### src/hdl/rch_pkg.sv
// Shared types and constants of the region colour histogram engine.
`default_nettype none

package rch_pkg;

    localparam int WORD_W   = 24;
    localparam int REGION_W = 10;
    localparam int PIXEL_W  = 8;
    localparam int SIM_W    = 17;
    localparam int DIV_W    = 35;
    localparam int QUO_W    = 25;
    localparam int STEP_W   = 5;
    localparam int PROD_W   = 49;

    localparam logic [WORD_W-1:0] WORD_MAX = {WORD_W{1'b1}};
    localparam logic [SIM_W-1:0]  Q16_ONE  = SIM_W'(65536);

    localparam logic [STEP_W-1:0] NORM_STEPS  = STEP_W'(17);
    localparam logic [STEP_W-1:0] MERGE_STEPS = STEP_W'(25);

    typedef enum logic [1:0] {
        CMD_ADD   = 2'd0,
        CMD_NORM  = 2'd1,
        CMD_SIM   = 2'd2,
        CMD_MERGE = 2'd3
    } command_t;

    typedef struct packed {
        command_t              command;
        logic [REGION_W-1:0]   region_a;
        logic [REGION_W-1:0]   region_b;
        logic [PIXEL_W-1:0]    pixel_red;
        logic [PIXEL_W-1:0]    pixel_green;
        logic [PIXEL_W-1:0]    pixel_blue;
        logic [WORD_W-1:0]     size_a;
        logic [WORD_W-1:0]     size_b;
    } in_item_t;

    typedef struct packed {
        logic [SIM_W-1:0] similarity;
        logic             error;
    } out_item_t;

    typedef struct packed {
        logic              start;
        logic [DIV_W-1:0]  divisor;
        logic [DIV_W-1:0]  rem_init;
        logic [QUO_W-1:0]  bits;
        logic [STEP_W-1:0] steps;
    } div_req_t;

    typedef struct packed {
        logic             done;
        logic [QUO_W-1:0] quotient;
    } div_rsp_t;

endpackage

`default_nettype wire

### src/hdl/rch_div.sv
// Restoring divider that produces one quotient bit per cycle.
`default_nettype none

module rch_div (
    input  logic              clk,
    input  logic              rst_n,
    input  rch_pkg::div_req_t req,
    output rch_pkg::div_rsp_t rsp
);
    import rch_pkg::*;

    logic [DIV_W-1:0]  rem_reg;
    logic [DIV_W-1:0]  div_reg;
    logic [QUO_W-1:0]  bits_reg;
    logic [QUO_W-1:0]  q_reg;
    logic [STEP_W-1:0] cnt_reg;
    logic              busy_reg;
    logic              done_reg;

    logic [DIV_W:0] shifted;
    logic [DIV_W:0] diff;
    logic           ge;

    always_comb
    begin
        shifted = {rem_reg, bits_reg[QUO_W-1]};
        diff    = shifted - {1'b0, div_reg};
        ge      = shifted >= {1'b0, div_reg};
    end

    always_ff @(posedge clk or negedge rst_n)
    begin
        if (!rst_n)
        begin
            busy_reg <= 1'b0;
            done_reg <= 1'b0;
            cnt_reg  <= '0;
        end
        else if (req.start)
        begin
            busy_reg <= 1'b1;
            done_reg <= 1'b0;
            cnt_reg  <= req.steps;
        end
        else if (busy_reg)
        begin
            cnt_reg <= cnt_reg - STEP_W'(1);
            if (cnt_reg == STEP_W'(1))
            begin
                busy_reg <= 1'b0;
                done_reg <= 1'b1;
            end
        end
        else
        begin
            done_reg <= 1'b0;
        end
    end

    always_ff @(posedge clk)
    begin
        if (req.start)
        begin
            rem_reg  <= req.rem_init;
            div_reg  <= req.divisor;
            bits_reg <= req.bits;
            q_reg    <= '0;
        end
        else if (busy_reg)
        begin
            rem_reg  <= ge ? diff[DIV_W-1:0] : shifted[DIV_W-1:0];
            bits_reg <= {bits_reg[QUO_W-2:0], 1'b0};
            q_reg    <= {q_reg[QUO_W-2:0], ge};
        end
    end

    assign rsp.done     = done_reg;
    assign rsp.quotient = q_reg;

endmodule

`default_nettype wire

### config.mk
export PLATFORM = sky130hd
export DESIGN_NAME = rch_div
export DESIGN_NICKNAME = d
export VERILOG_FILES = /design/src/hdl/rch_pkg.sv /design/src/hdl/rch_div.sv
export SDC_FILE = /design/constraint.sdc
export NUM_CORES = 1
export LEC_CHECK = 0
export BUFFER_PORTS_ARGS = -buffer_cell sky130_fd_sc_hd__buf_4
export CAP_MARGIN = 20
export CORE_UTILIZATION = 57
export CTS_CLUSTER_DIAMETER = 80
export DETAILED_ROUTE_END_ITERATION = 7
export PLACE_DENSITY = 0.84
export SYNTH_ARGS = -nofsm -noshare
export SYNTH_HDL_FRONTEND = slang
export SYNTH_SLANG_ARGS = --single-unit
### constraint.sdc
create_clock -name clk -period 4.6 [get_ports clk]
set_clock_uncertainty 0.05 [all_clocks]
set_input_delay 0.46 -clock clk [delete_from_list [all_inputs] [get_ports clk]]
set_output_delay 0.46 -clock clk [all_outputs]
set_load 0.005 [all_outputs]
* Yosys cells after proc, flatten, opt, wreduce, memory -nomap -nowiden
Index checks and enable logic that the tools add are counted.
Word-level totals: register bits 127, bits of input ports 103, output and inout port bits 26, logic and storage cells 26
Operators by class: add/sub/neg operators 2, order comparisons 1, eq/ne operators 2, multiplexer cells 13, reductions and logical operators 1
Operators with widths (number):
- $mux 35 | 3
- $mux 25 | 2
- $ge 36x35->1 | 1
- $sub 35x35->35 | 1
- $mux 5 | 2
- $mux 1 | 6
- $eq 5x1->1 const B | 1
- $sub 5x1->5 const B | 1
- $ne 3x2->1 const B | 1
- $reduce_bool 2->1 | 1

* Longest topological paths before layout
depth in word-level cells 4, depth in mapped cells 13, mapped depth without buffers 12

* Worst setup path after synthesis
Ideal clock, no wire load.
path type flip-flop to flip-flop, start point reg div_reg[0], end point reg rem_reg[10], data pin, setup time 0.260 ns, arrival time 3.020 ns, required time 4.290 ns, path slack 1.270 ns, cell stages (with the launch flop) 13, cell sequence edfxtp_1 ha_1 fa_1 nand2b_1 a21oi_1 o2111ai_2 a21oi_2 o22ai_4 o22ai_2 a41o_4 buf_6 mux2_4 mux2_2
Between the ends: cells in the longest elaborated chain, start to end 4, elaborated cells between the ends (all ways) 5, classes of those cells 1 x add/sub; 1 x order compare; 3 x mux
RTL lines:
- start: declaration | RTL line rch_div.sv:13 | logic [DIV_W-1:0] div_reg;
- start signal: assignment | RTL line rch_div.sv:65 | div_reg <= req.divisor;
- $sub 35x35->35 or $ge 36x35->1 (tied branches) | RTL line rch_div.sv:27, rch_div.sv:28
- $mux 35 (*) | RTL line rch_div.sv:71 | rem_reg <= ge ? diff[DIV_W-1:0] : shifted[DIV_W-1:0];
- $mux 35 (*) | RTL line rch_div.sv:69 | else if (busy_reg)
- $mux 35 (*) | RTL line rch_div.sv:62 | if (req.start)
- end signal: assignment | RTL line rch_div.sv:64 | rem_reg <= req.rem_init;
- end signal: assignment | RTL line rch_div.sv:71
- end: declaration | RTL line rch_div.sv:12 | logic [DIV_W-1:0] rem_reg;
Mark *: on every way between the ends. The rest lies on a longest branch, timed or not. The select of a mux whose other input is x is not followed. A chain may end at the register's enable or synchronous reset.

* Final worst setup path
start point reg div_reg[0], end point reg rem_reg[2], data pin
Same word-level chain as after synthesis.

==> qor.json <==
{
  "run_status": "completed",
  "gp_congestion": 0.923,
  "grtUsageTotal_pct": 24.8,
  "synth.yosys.warnings": 0,
  "fmaxAchievable_mhz": 251,
  "clk_pin_slew_ns": 0.06,
  "ctsResizeCount": 0,
  "post-route-worst-setup-slack_ns": 0.618,
  "clock_sink_count": 127,
  "tightest_slew_ns": 0.700,
  "diodes_inserted": 0,
  "worstSetupStartpoint": "div_reg[0]$_DFFE_PP_",
  "setup.worst_path.start_class": "flip-flop",
  "max-slew-margin-rel_pct": 52.7,
  "max_cap_violations": 0,
  "synth_enable_flop_cells": 95,
  "vias_per_cell": 5.62,
  "final_nets": 903,
  "drt_iter0_markers": 396,
  "start_util_pct": 59.4,
  "maxSlewViolCount": 0,
  "n_fill_cell": 869,
  "critical_path_arrival_ns": 4.11,
  "antenna_found_initial": 0,
  "cts-buffers-inserted": 17,
  "ys_dominant_reg_cell": "sky130_fd_sc_hd__edfxtp_1",
  "hold_path.startpoint": "req[88]",
  "rr_endpoint": "rem_reg[2]$_DFFE_PP_",
  "routed-via-count": 5299,
  "detailedPlacementHpwl_mm": 11.1,
  "hold_class": "in2reg",
  "routed_wl_mm": 15.5,
  "grt_setup_unrepaired": "false",
  "clock-root-buffer": "sky130_fd_sc_hd__clkbuf_16",
  "synth.lib_cells_used.distinct": 64,
  "syn-mean-instance-area_um2": 11.5,
  "cts_tree": "yes",
  "route.detailed.drc": 0,
  "post_drt_wl_per_cell_um": 16.5,
  "mappedNetlistArea_mm2": 0.00726,
  "layout_worst_path_cycle_share_pct": 86.6,
  "cts.htree.levels": 4,
  "worst_r2r_path_depth": 11,
  "critical_path.endpoint_type": "flip-flop",
  "timing.final.crit_period_ns": 3.98,
  "timing.reg2reg.setup_slack_ns": 0.62,
  "reg2reg_from": "div_reg[0]$_DFFE_PP_",
  "non_filler_cells_final": 943,
  "post-route-util_pct": 73.2,
  "holdPathEnd": "div_reg[23]$_DFFE_PP_",
  "worst-setup-path-type": "reg2reg",
  "synth_nets": 774,
  "cts.path.max_buffers": 2,
  "largest_net_degree_at_the_start_of_global_routing": 61,
  "clk_latency_ns": 0.43,
  "final_setup_violation_count": 0,
  "io_pins": 129,
  "critical_path_required_ns": 4.73,
  "totalPowerFinal_mw": 5.60,
  "hold_viol": 0,
  "power.leakage_nw": 4.04,
  "fp.dieArea_mm2": 0.0132,
  "async_reset_ff_share_pct": 5.51,
  "number_of_global_route_vias_before_repair": 5362,
  "placeableCoreArea_mm2": 0.0122,
  "dieHeight_um": 115,
  "final.setup.tns_ns": 0,
  "preCtsSetupSlack_ns": 0.669,
  "min_path_cells": 1,
  "rows": 40,
  "final_antenna_net_count": 0,
  "grt_first_pass_wirelength_mm": 25.2,
  "globalRouteOverflowTotal": 0,
  "ys_seq_elements": 127,
  "critical_path.max_fanout": 32,
  "post_synth_inst_count": 633,
  "layout-drive-gt1-share_pct": 32.3,
  "ir_drop_v": 0.000325,
  "areaGrowthSynthToFinish_pct": 23.2,
  "power.density_cell_area_mw_per_mm2": 626,
  "die_w_um": 115,
  "port_buffers": 128,
  "detail_route.first_pass.iterations": 4,
  "ys_seq_area_share_pct": 48.6,
  "numPlacedInstances": 910
}
## synth_stat cells, types with 3 or more instances
cell | n | area, um^2
sky130_fd_sc_hd__edfxtp_1 | 95 | 2850
sky130_fd_sc_hd__mux2_2 | 52 | 586
sky130_fd_sc_hd__nor2_1 | 51 | 191
sky130_fd_sc_hd__inv_1 | 46 | 173
sky130_fd_sc_hd__ha_1 | 37 | 463
sky130_fd_sc_hd__a21oi_1 | 34 | 170
sky130_fd_sc_hd__nand2_1 | 30 | 113
sky130_fd_sc_hd__o21ai_0 | 30 | 150
sky130_fd_sc_hd__mux2i_1 | 29 | 290
sky130_fd_sc_hd__dfxtp_1 | 25 | 500
sky130_fd_sc_hd__mux2_4 | 19 | 285
sky130_fd_sc_hd__xnor2_1 | 17 | 149
sky130_fd_sc_hd__clkbuf_1 | 14 | 52.6
sky130_fd_sc_hd__a21o_1 | 13 | 97.6
sky130_fd_sc_hd__nand3_1 | 13 | 65.1
sky130_fd_sc_hd__xor2_1 | 11 | 96.3
sky130_fd_sc_hd__nor2b_1 | 9 | 56.3
sky130_fd_sc_hd__nor3_1 | 8 | 40.0
sky130_fd_sc_hd__dfrtp_1 | 7 | 175
sky130_fd_sc_hd__nand2b_1 | 6 | 37.5
sky130_fd_sc_hd__a221o_1 | 5 | 50.1
sky130_fd_sc_hd__buf_1 | 5 | 18.8
sky130_fd_sc_hd__a211oi_1 | 4 | 30.0
sky130_fd_sc_hd__and3_1 | 4 | 25.0
sky130_fd_sc_hd__nor3b_1 | 4 | 30.0
sky130_fd_sc_hd__nor4_1 | 4 | 25.0
sky130_fd_sc_hd__o21a_1 | 4 | 30.0
sky130_fd_sc_hd__o21bai_1 | 4 | 30.0
sky130_fd_sc_hd__buf_2 | 3 | 15.0
sky130_fd_sc_hd__nand4_1 | 3 | 18.8
sky130_fd_sc_hd__nor4b_1 | 3 | 26.3
sky130_fd_sc_hd__o211ai_1 | 3 | 22.5
## worst max path at each step
stage                                        to  slack, ns  cells after the start
after floorplan           rem_reg[10]$_DFFE_PP_       1.27                     12
after global placement     rem_reg[2]$_DFFE_PP_       0.85                     11
after detailed placement   rem_reg[2]$_DFFE_PP_       0.67                     11
after CTS                  rem_reg[2]$_DFFE_PP_       0.63                     11
after global routing       rem_reg[2]$_DFFE_PP_       0.45                     11
final                      rem_reg[2]$_DFFE_PP_       0.62                     11
## metrics by stage
stage	hold WS (ns)	cell area, um^2
after floorplan	0.114	7260
after global placement	0.223	8360
after detailed placement	0.228	8360
after CTS	0.141	8940
after global routing	0.139	8940
final	0.156	8940
## area by class of cell
class                      count  area, um^2  share of cell area, %
sequential                   127        3530                   39.5
multi-input combinational    435        3440                   38.5
timing repair buffer         135        1020                   11.4
clock buffer                  19         464                   5.19
tap                          168         210                   2.35
inverter                      46         173                   1.93
clock inverter                13         111                   1.25
## kinds of logic (layout without fill, tap and decap cells)
| family | count (synthesis) | in the layout | synth area share (%) |
|---|---|---|---|
| XOR/XNOR | 28 | 28 | 3.38 |
| adder cells (fa/ha/maj) | 38 | 38 | 6.65 |
| flip-flops | 127 | 127 | 48.6 |
| AND/OR/NAND/NOR | 143 | 143 | 9.55 |
| multiplexers | 100 | 100 | 16.0 |
| AO/OA/AOI/OAI | 126 | 126 | 11.8 |
| buffers and inverters | 71 | 213 | 3.98 |
## per-layer routing
layer | vias up | global-route usage [%] | share of wire, %
met5 | - | 0 | 0
met4 | 0 | 10.6 | 2.7
met3 | 32 | 7.64 | 6.1
met2 | 158 | 42.3 | 50
met1 | 2524 | 29.1 | 41
li1 | 2585 | - | -
## what timing repair did
| item | 4_1_cts | 5_1_grt |
|---|---|---|
| buffers inserted | 0 | 0 |
| hold buffers | 1 | 0 |
| endpoints found under the hold margin | 7 | 0 |
## worst max-delay path, stage by stage (launching register included)
cell	delay, ns
sky130_fd_sc_hd__edfxtp_1	0.38
sky130_fd_sc_hd__ha_1	0.24
sky130_fd_sc_hd__fa_1	0.41
sky130_fd_sc_hd__nand2b_1	0.19
sky130_fd_sc_hd__a21oi_1	0.25
sky130_fd_sc_hd__o2111ai_2	0.21
sky130_fd_sc_hd__a21oi_2	0.29
sky130_fd_sc_hd__o22ai_4	0.14
sky130_fd_sc_hd__o22ai_2	0.26
sky130_fd_sc_hd__a41o_4	0.63
sky130_fd_sc_hd__mux2_2	0.40
sky130_fd_sc_hd__mux2_2	0.27
## placed cells by master, fill, tap and decap left out, types with 9 or more instances in the layout
| cell | netlist | final |
|---|---|---|
| sky130_fd_sc_hd__buf_4 | 1 | 134 |
| sky130_fd_sc_hd__edfxtp_1 | 95 | 95 |
| sky130_fd_sc_hd__mux2_2 | 52 | 52 |
| sky130_fd_sc_hd__nor2_1 | 51 | 51 |
| sky130_fd_sc_hd__inv_1 | 46 | 46 |
| sky130_fd_sc_hd__ha_1 | 37 | 37 |
| sky130_fd_sc_hd__a21oi_1 | 34 | 34 |
| sky130_fd_sc_hd__o21ai_0 | 30 | 30 |
| sky130_fd_sc_hd__nand2_1 | 30 | 30 |
| sky130_fd_sc_hd__mux2i_1 | 29 | 29 |
| sky130_fd_sc_hd__dfxtp_1 | 25 | 25 |
| sky130_fd_sc_hd__mux2_4 | 19 | 19 |
| sky130_fd_sc_hd__clkbuf_16 | 0 | 18 |
| sky130_fd_sc_hd__xnor2_1 | 17 | 17 |
| sky130_fd_sc_hd__a21o_1 | 13 | 13 |
| sky130_fd_sc_hd__nand3_1 | 13 | 13 |
| sky130_fd_sc_hd__xor2_1 | 11 | 11 |
| sky130_fd_sc_hd__nor2b_1 | 9 | 9 |
## power by group
part           switching [mW]  internal, mW
sequential              0.140          1.55
clock                   0.552         0.754
combinational            1.30          1.31
(Power assumes the default switching activity.)
